<file path="src/amcd_pkg.sv">
`timescale 1ns / 1ps
// Shared constants for the adjacency matrix cycle detector.
// Field widths, item kind codes and the default vertex capacity. No dependencies.
package amcd_pkg;

  localparam int MAX_VERTICES_DEF = 16;

  localparam int KIND_W = 2;
  localparam int VERT_W = 4;

  localparam logic [KIND_W-1:0] KIND_ADD    = 2'd0;
  localparam logic [KIND_W-1:0] KIND_REMOVE = 2'd1;
  localparam logic [KIND_W-1:0] KIND_QUERY  = 2'd2;
  localparam logic [KIND_W-1:0] KIND_CHECK  = 2'd3;

endpackage

</file>
<file path="src/adjacency_matrix_cycle_detect.sv">
`timescale 1ns / 1ps
// Directed graph store with depth-first cycle check, top level.
// Depends on amcd_pkg for field widths, kind codes and the default capacity.

// Holds a directed graph of up to MAX_VERTICES vertices as a row memory of
// adjacency bits, cleared at reset through one valid bit per row. Every
// input beat yields exactly one result beat. Add, remove and query read the
// source row, then update or test it, then load the result register. A
// cycle check walks the graph depth-first with a single bit-scan step per
// cycle over the row of the vertex on top of the search stack: each push or
// pop rescans that row. The adjacency memory's single read port and the
// one-entry-a-cycle scan set the cost of a check. in_stall stays high until
// the result has moved into the output register; that register may still
// hold an earlier result waiting on out_stall while the next beat is taken.
module adjacency_matrix_cycle_detect #(
  parameter int MAX_VERTICES = amcd_pkg::MAX_VERTICES_DEF
) (
  input  logic                        clk,
  input  logic                        rst_n,
  input  logic                        in_valid,
  output logic                        in_stall,
  input  logic [amcd_pkg::KIND_W-1:0] in_kind,
  input  logic [amcd_pkg::VERT_W-1:0] in_src,
  input  logic [amcd_pkg::VERT_W-1:0] in_dst,
  output logic                        out_valid,
  input  logic                        out_stall,
  output logic                        out_answer
);

  localparam int VW   = (MAX_VERTICES > 1) ? $clog2(MAX_VERTICES) : 1;
  localparam int CW   = $clog2(MAX_VERTICES + 1);
  localparam int IW   = amcd_pkg::VERT_W;
  localparam int CMPW = (CW > IW) ? CW : IW;

  localparam logic [2:0] S_IDLE = 3'd0;
  localparam logic [2:0] S_OP   = 3'd1;
  localparam logic [2:0] S_ROOT = 3'd2;
  localparam logic [2:0] S_SCAN = 3'd3;
  localparam logic [2:0] S_POP  = 3'd4;
  localparam logic [2:0] S_FIN  = 3'd5;

  // control state
  logic [2:0]              state_r, state_nxt;
  logic [CW-1:0]           count_r, count_nxt;
  logic [MAX_VERTICES-1:0] row_vld_r, row_vld_nxt;
  logic [MAX_VERTICES-1:0] visited_r, visited_nxt;
  logic [MAX_VERTICES-1:0] onstk_r, onstk_nxt;
  logic [CW-1:0]           depth_r, depth_nxt;
  logic                    out_valid_r;

  // datapath
  logic [amcd_pkg::KIND_W-1:0] kind_r, kind_nxt;
  logic [IW-1:0]               src_r, src_nxt;
  logic [IW-1:0]               dst_r, dst_nxt;
  logic [CW-1:0]               root_r, root_nxt;
  logic [CW-1:0]               i_r, i_nxt;
  logic [VW-1:0]               top_r, top_nxt;
  logic                        ans_r, ans_nxt;
  logic                        out_answer_r;

  // memories
  logic [MAX_VERTICES-1:0] adj_mem [MAX_VERTICES];
  logic [VW-1:0]           stk_mem [MAX_VERTICES];
  logic [MAX_VERTICES-1:0] rd_data_r;
  logic                    rd_vld_r;
  logic [VW-1:0]           stk_rd_r;

  logic                    adj_we, adj_re;
  logic [VW-1:0]           adj_wa, adj_ra;
  logic [MAX_VERTICES-1:0] adj_wd;
  logic                    stk_we, stk_re;
  logic [VW-1:0]           stk_wa, stk_ra, stk_wd;

  logic [CMPW-1:0]         in_src_x, src_x, dst_x, count_x, hi_max;
  logic [CMPW:0]           hi;
  logic [VW-1:0]           src_idx, dst_idx, root_idx, i_idx, in_src_idx;
  logic [CW-1:0]           depth_m2;
  logic [MAX_VERTICES-1:0] row_eff, one_dst;
  logic                    in_cap, present, hit, out_free;

  assign in_src_x   = CMPW'(in_src);
  assign src_x      = CMPW'(src_r);
  assign dst_x      = CMPW'(dst_r);
  assign count_x    = CMPW'(count_r);
  assign in_src_idx = in_src_x[VW-1:0];
  assign src_idx    = src_x[VW-1:0];
  assign dst_idx    = dst_x[VW-1:0];
  assign root_idx   = root_r[VW-1:0];
  assign i_idx      = i_r[VW-1:0];
  assign depth_m2   = depth_r - CW'(2);

  assign in_cap  = (src_x < CMPW'(MAX_VERTICES)) && (dst_x < CMPW'(MAX_VERTICES));
  assign present = (src_x < count_x) && (dst_x < count_x);
  assign hi_max  = (src_x > dst_x) ? src_x : dst_x;
  assign hi      = {1'b0, hi_max} + (CMPW + 1)'(1);

  // a row never written reads as empty
  assign row_eff = rd_vld_r ? rd_data_r : '0;
  assign one_dst = {{(MAX_VERTICES-1){1'b0}}, 1'b1} << dst_idx;
  assign hit     = row_eff[i_idx];

  assign out_free = !out_valid_r || !out_stall;

  always_comb begin
    state_nxt   = state_r;
    count_nxt   = count_r;
    row_vld_nxt = row_vld_r;
    visited_nxt = visited_r;
    onstk_nxt   = onstk_r;
    depth_nxt   = depth_r;
    kind_nxt    = kind_r;
    src_nxt     = src_r;
    dst_nxt     = dst_r;
    root_nxt    = root_r;
    i_nxt       = i_r;
    top_nxt     = top_r;
    ans_nxt     = ans_r;
    adj_we      = 1'b0;
    adj_wa      = src_idx;
    adj_wd      = row_eff;
    adj_re      = 1'b0;
    adj_ra      = in_src_idx;
    stk_we      = 1'b0;
    stk_wa      = depth_r[VW-1:0];
    stk_wd      = i_idx;
    stk_re      = 1'b0;
    stk_ra      = depth_m2[VW-1:0];

    case (state_r)
      S_IDLE: begin
        if (in_valid) begin
          kind_nxt = in_kind;
          src_nxt  = in_src;
          dst_nxt  = in_dst;
          if (in_kind == amcd_pkg::KIND_CHECK) begin
            visited_nxt = '0;
            onstk_nxt   = '0;
            root_nxt    = '0;
            state_nxt   = S_ROOT;
          end else begin
            adj_re    = 1'b1;
            adj_ra    = in_src_idx;
            state_nxt = S_OP;
          end
        end
      end

      S_OP: begin
        ans_nxt = 1'b0;
        case (kind_r)
          amcd_pkg::KIND_ADD: begin
            if (in_cap) begin
              adj_we = 1'b1;
              adj_wd = row_eff | one_dst;
              if (hi > (CMPW + 1)'(count_r)) count_nxt = CW'(hi);
            end
          end
          amcd_pkg::KIND_REMOVE: begin
            if (present) begin
              adj_we = 1'b1;
              adj_wd = row_eff & ~one_dst;
            end
          end
          amcd_pkg::KIND_QUERY: begin
            ans_nxt = present && row_eff[dst_idx];
          end
          default: begin
            ans_nxt = 1'b0;
          end
        endcase
        state_nxt = S_FIN;
      end

      S_ROOT: begin
        if (root_r == count_r) begin
          ans_nxt   = 1'b0;
          state_nxt = S_FIN;
        end else if (visited_r[root_idx]) begin
          root_nxt = root_r + CW'(1);
        end else begin
          visited_nxt[root_idx] = 1'b1;
          onstk_nxt[root_idx]   = 1'b1;
          stk_we    = 1'b1;
          stk_wa    = '0;
          stk_wd    = root_idx;
          depth_nxt = CW'(1);
          top_nxt   = root_idx;
          adj_re    = 1'b1;
          adj_ra    = root_idx;
          i_nxt     = '0;
          state_nxt = S_SCAN;
        end
      end

      S_SCAN: begin
        if (i_r == count_r) begin
          // row exhausted: drop top and resume its parent
          onstk_nxt[top_r] = 1'b0;
          depth_nxt        = depth_r - CW'(1);
          if (depth_r == CW'(1)) begin
            root_nxt  = root_r + CW'(1);
            state_nxt = S_ROOT;
          end else begin
            stk_re    = 1'b1;
            stk_ra    = depth_m2[VW-1:0];
            state_nxt = S_POP;
          end
        end else if (hit && onstk_r[i_idx]) begin
          ans_nxt   = 1'b1;
          state_nxt = S_FIN;
        end else if (hit && !visited_r[i_idx]) begin
          visited_nxt[i_idx] = 1'b1;
          onstk_nxt[i_idx]   = 1'b1;
          stk_we    = 1'b1;
          stk_wa    = depth_r[VW-1:0];
          stk_wd    = i_idx;
          depth_nxt = depth_r + CW'(1);
          top_nxt   = i_idx;
          adj_re    = 1'b1;
          adj_ra    = i_idx;
          i_nxt     = '0;
        end else begin
          i_nxt = i_r + CW'(1);
        end
      end

      S_POP: begin
        top_nxt   = stk_rd_r;
        adj_re    = 1'b1;
        adj_ra    = stk_rd_r;
        i_nxt     = '0;
        state_nxt = S_SCAN;
      end

      S_FIN: begin
        if (out_free) state_nxt = S_IDLE;
      end

      default: begin
        state_nxt = S_IDLE;
      end
    endcase

    if (adj_we) row_vld_nxt[adj_wa] = 1'b1;
  end

  always_ff @(posedge clk) begin
    if (!rst_n) begin
      state_r     <= S_IDLE;
      count_r     <= '0;
      row_vld_r   <= '0;
      visited_r   <= '0;
      onstk_r     <= '0;
      depth_r     <= '0;
      out_valid_r <= 1'b0;
    end else begin
      state_r   <= state_nxt;
      count_r   <= count_nxt;
      row_vld_r <= row_vld_nxt;
      visited_r <= visited_nxt;
      onstk_r   <= onstk_nxt;
      depth_r   <= depth_nxt;
      if (state_r == S_FIN && out_free) begin
        out_valid_r <= 1'b1;
      end else if (!out_stall) begin
        out_valid_r <= 1'b0;
      end
    end
  end

  always_ff @(posedge clk) begin
    kind_r <= kind_nxt;
    src_r  <= src_nxt;
    dst_r  <= dst_nxt;
    root_r <= root_nxt;
    i_r    <= i_nxt;
    top_r  <= top_nxt;
    ans_r  <= ans_nxt;
    if (state_r == S_FIN && out_free) out_answer_r <= ans_r;
  end

  // adjacency rows, one write and one registered read port
  always_ff @(posedge clk) begin
    if (adj_we) adj_mem[adj_wa] <= adj_wd;
    if (adj_re) begin
      rd_data_r <= adj_mem[adj_ra];
      rd_vld_r  <= row_vld_r[adj_ra];
    end
  end

  // search stack
  always_ff @(posedge clk) begin
    if (stk_we) stk_mem[stk_wa] <= stk_wd;
    if (stk_re) stk_rd_r <= stk_mem[stk_ra];
  end

  assign in_stall   = (state_r != S_IDLE);
  assign out_valid  = out_valid_r;
  assign out_answer = out_answer_r;

  a_onstk_visited: assert property (@(posedge clk) disable iff (!rst_n)
    (onstk_r & ~visited_r) == '0)
    else $error("on-stack vertex not marked visited");

  a_depth_bound: assert property (@(posedge clk) disable iff (!rst_n)
    depth_r <= count_r)
    else $error("search depth exceeds vertex count");

  a_count_cap: assert property (@(posedge clk) disable iff (!rst_n)
    count_r <= CW'(MAX_VERTICES))
    else $error("vertex count beyond capacity");

  a_scan_nonempty: assert property (@(posedge clk) disable iff (!rst_n)
    (state_r == S_SCAN || state_r == S_POP) |-> depth_r != '0)
    else $error("scan with empty search stack");

  a_accept_busy: assert property (@(posedge clk) disable iff (!rst_n)
    (in_valid && !in_stall) |=> (state_r != S_IDLE))
    else $error("accepted beat did not start work");

endmodule

</file>
<file path="config.mk">
export PLATFORM = sky130hd
export DESIGN_NAME = adjacency_matrix_cycle_detect
export DESIGN_NICKNAME = d
export VERILOG_FILES = /design/src/amcd_pkg.sv /design/src/adjacency_matrix_cycle_detect.sv
export SDC_FILE = /design/constraint.sdc
export NUM_CORES = 1
export LEC_CHECK = 0
export BUFFER_PORTS_ARGS = -buffer_cell sky130_fd_sc_hd__buf_2
export CAP_MARGIN = 20
export CELL_PAD_IN_SITES_DETAIL_PLACEMENT = 0
export CELL_PAD_IN_SITES_GLOBAL_PLACEMENT = 1
export CORE_ASPECT_RATIO = 0.5
export CORE_MARGIN = 4
export CORE_UTILIZATION = 48
export CTS_CLUSTER_SIZE = 25
export DETAILED_ROUTE_END_ITERATION = 10
export PLACE_DENSITY_LB_ADDON = 0.1
export SLEW_MARGIN = 20
export SYNTH_ARGS = -nofsm -noshare
export SYNTH_HDL_FRONTEND = slang
export SYNTH_SLANG_ARGS = --single-unit
</file>
<file path="constraint.sdc">
create_clock -name clk -period 4 [get_ports clk]
set_clock_uncertainty 0.1 [all_clocks]
set_input_delay 0.8 -clock clk [delete_from_list [all_inputs] [get_ports clk]]
set_output_delay 0.8 -clock clk [all_outputs]
set_load 0.05 [all_outputs]
</file>
==> impl_metrics.env <==
export IMPL_required_ns=4.18
export IMPL_r2r_start="root_r[0]"
export IMPL_min_from="in_dst[0]"
export IMPL_syn_area_per_cell_sq_um=13.6
export IMPL_min_delay_worst_endpoint="dst_idx[0]"
export IMPL_yosysWarningCount=0
export IMPL_syn_inst=1424
export IMPL_syn_num_nets=1468
export IMPL_chipHeight_microns=150
export IMPL_dr_pass1_iters=5
export IMPL_hp_class="in -> reg"
export IMPL_overflow=0
export IMPL_relSlewSlack=0.365
export IMPL_worst_pin_slew_ns=0.952
export IMPL_drc=0
export IMPL_io_pins=17
export IMPL_placed_area_sq_mm=0.0208
export IMPL_hold_buffers=0
export IMPL_crit_path_start_kind="flip-flop"
export IMPL_power_frac_clock=0.250
export IMPL_power_density_mw_per_mm2=667
export IMPL_critical_path_peak_fanout=17
export IMPL_num_rows=51
export IMPL_ant_nets=0
export IMPL_reg2reg_depth=11
export IMPL_final_fill_count=3186
export IMPL_grt_pass1_wl_microns=78200
export IMPL_cts_buffer_depth=3
export IMPL_fin_area_sq_mm=0.0224
export IMPL_h_tree_depth=2
export IMPL_grt_pass1_vias=12400
export IMPL_syn_area_sq_mm=0.0193
export IMPL_ys_ff_latch=429
export IMPL_leakagePower_nw=7.99
export IMPL_synth_seq_area_share=0.634
export IMPL_fmax_mhz=255
export IMPL_fin_setup_tns_ns=0
export IMPL_cts_clk_slew_worst_paths_ns=0.07
export IMPL_area_growth_pct=16.0
export IMPL_synth_edf_count=367
export IMPL_sequentialPowerShare=0.395
export IMPL_irDropWorstVdd_mv=0.321
export IMPL_dp_hpwl_microns=33900
export IMPL_worstPathArrival_ns=4.10
export IMPL_async_flop_share=0
export IMPL_yosysUniqueCellTypes=67
export IMPL_p_switching_w=0.00504
export IMPL_totalPowerFinal_w=0.0150
export IMPL_fin_crit_sh=0.980
export IMPL_place_congestion=0.863
export IMPL_p_int_w=0.00992
export IMPL_die_w_microns=292
export IMPL_endpoint_kind="flip-flop"
export IMPL_coreArea_sq_mm=0.0393
export IMPL_drt_wl_total_microns=52700
export IMPL_cts_root_buffer="clkbuf_16"
export IMPL_clkSinkCount=429
export IMPL_reg2reg_to="rd_data_r[14]"
export IMPL_min_period_ns=3.92
export IMPL_grt_max_degree=46
export IMPL_viasPerCell=6.11
export IMPL_dieArea_sq_mm=0.0438
export IMPL_maxCapViolations=0
export IMPL_ys_flop_type="edfxtp_1"
export IMPL_cts_tree="yes"
export IMPL_antenna_cells=0
export IMPL_final_max_slew_viol_count=0
export IMPL_initial_utilization=0.492
export IMPL_status="finished, final reports clean"
export IMPL_via_count=12700
export IMPL_swShare=0.337
export IMPL_layout_nets=1560
export IMPL_routedWlPerCell_microns=25.4
export IMPL_hold_depth=1
export IMPL_post_place_cells=1993
export IMPL_setup_viol=0
export IMPL_antenna_found_initial=0
export IMPL_io_buffers=16
export IMPL_cts_made_buffers=39
export IMPL_rrSetupSlack_ns=0.08
export IMPL_postLayoutCoreUtil=0.571
export IMPL_drive_gt1_frac=0.199
export IMPL_track_usage=0.236
export IMPL_drt_initial_drc_count=1285
export IMPL_insertion_delay_ns=0.56
export IMPL_fin_cells=2074
export IMPL_hold_violations=0
export IMPL_pwr_share_comb=0.356
export IMPL_critPathKind="reg -> reg"
[cell usage in the layout, fill, tap and decap left out, types with 5 or more instances in the layout]
master,synthesis,layout
o21a_1,25,25
nand3_1,58,58
nor2_2,0,13
nor3_1,24,19
o22ai_1,72,72
xnor2_1,9,9
edfxtp_1,367,367
mux4_2,35,35
a31oi_1,11,9
buf_2,21,16
xor2_1,14,14
buf_12,0,15
o211ai_1,5,5
dfxtp_1,62,62
or2_2,6,6
ha_1,30,30
nor2_1,102,89
clkbuf_16,0,43
or4_1,19,19
o221a_2,8,8
a22o_1,8,8
a21oi_1,62,56
nand2_1,63,61
nor3_2,0,5
nand2b_1,13,13
a21oi_2,0,6
clkbuf_1,53,11
inv_1,20,18
nand3b_1,9,9
mux2i_1,151,149
a22oi_1,23,20
clkinv_1,0,6
o21ai_0,39,37
buf_4,5,103
nor2b_1,23,23
[worst max-delay path, cell delays in order, from the launching register on]
cell and delay, ns:
edfxtp_1 0.42, buf_4 0.17, mux4_2 0.50, nand3_1 0.11, nand3_2 0.15, or4_4 0.53
o221a_1 0.31, o31a_1 0.33, nand3b_1 0.19, buf_12 0.20, o22ai_1 0.11, or4_1 0.52
[layer usage]
layer  vias up  share of wire  global-route usage
li1       5723              -                   -
met1      6384           0.46               0.342
met2       464           0.45               0.371
met3        93          0.071              0.0409
met4         0          0.025              0.0605
met5         -              0                   0
[worst max path at each step]
| stage | startpoint | end | slack (ns) | cells after the start |
|---|---|---|---|---|
| floorplan | dst_idx[2] | count_r[1] | 0.13 | 18 |
| CTS | i_r[0] | rd_data_r[14] | 0.01 | 12 |
| global route | i_r[0] | rd_vld_r | -0.01 | 12 |
| detailed placement | root_r[0] | rd_data_r[14] | -0.03 | 12 |
| finish | root_r[0] | rd_data_r[14] | 0.08 | 11 |
| global placement | root_r[0] | rd_vld_r | 0.09 | 10 |
[power groups by stage]
stage | clock network, W | logic [W] | registers [W]
after floorplan | 0 | 0.00315 | 0.00585
after global placement | 0 | 0.00476 | 0.00599
after detailed placement | 0 | 0.00486 | 0.00599
after CTS | 0.00381 | 0.00488 | 0.00589
after global routing | 0.00400 | 0.00568 | 0.00593
final | 0.00373 | 0.00532 | 0.00590
[synthesized netlist by cell type, drive strengths merged, types with 20 or more instances]
cell | n | share of area
buf | 41 | 0.011
nand3 | 60 | 0.016
o22ai | 72 | 0.023
nand2 | 63 | 0.012
nor3 | 24 | 0.0062
o21a | 25 | 0.0097
o21ai | 40 | 0.010
inv | 20 | 0.0039
a21oi | 62 | 0.016
clkbuf | 53 | 0.010
a22oi | 24 | 0.0096
nor2 | 102 | 0.020
edfxtp | 367 | 0.57
ha | 30 | 0.019
mux2i | 151 | 0.078
mux4 | 35 | 0.041
or4 | 20 | 0.0080
dfxtp | 62 | 0.064
nor2b | 23 | 0.0074
[cell type report]
| cell class | count | area, sq um | share of cell area |
|---|---|---|---|
| multi-input cells | 882 | 6850 | 0.305 |
| well taps | 530 | 663 | 0.0296 |
| flip-flops and latches | 429 | 12300 | 0.547 |
| repair buffers | 144 | 1350 | 0.0602 |
| inverters | 20 | 75.1 | 0.00335 |
| clock buffers | 51 | 1030 | 0.0460 |
| clock inverters | 18 | 206 | 0.00920 |
[sequential cells by signal, indices dropped and copies added, names as in the netlist]
register    flops
rd_vld_r        1
stk_mem        64
root_r          5
out_valid       1
i_r             5
stk_rd_r        4
adj_mem       256
kind_r          2
row_vld_r      16
dst_idx         4
adj_wa          4
visited_r      16
onstk_r        16
state_r         3
depth_r         5
rd_data_r      16
top_r           4
count_r         5
ans_r           1
out_answer      1
[metrics by stage]
step	setup slack [ns]	hold slack, ns
2_1_floorplan	0.133	0.300
3_3_place_gp	0.0895	0.346
3_5_place_dp	-0.0339	0.354
4_1_cts	0.0143	0.303
5_1_grt	-0.0104	0.307
6_report	0.0785	0.324
[cell families (layout without fill, tap and decap cells)]
group / count (synthesis) / after routing / synth area share
AO/OA/AOI/OAI: 300 / 301 / 0.104
adder cells (fa/ha/maj): 30 / 30 / 0.0194
flip-flops: 429 / 429 / 0.634
buffers and inverters: 114 / 233 / 0.0248
XOR/XNOR: 23 / 23 / 0.0104
multiplexers: 189 / 189 / 0.121
AND/OR/NAND/NOR: 339 / 339 / 0.0870
[timing repair]
action / 4_1_cts / 5_1_grt
gates cloned: 0 / 5
setup buffers: 1 / 5
setup endpoints to repair: 16 / 22
pin swaps: 0 / 10
resized for setup: 1 / 31
(Power assumes the default switching activity.)
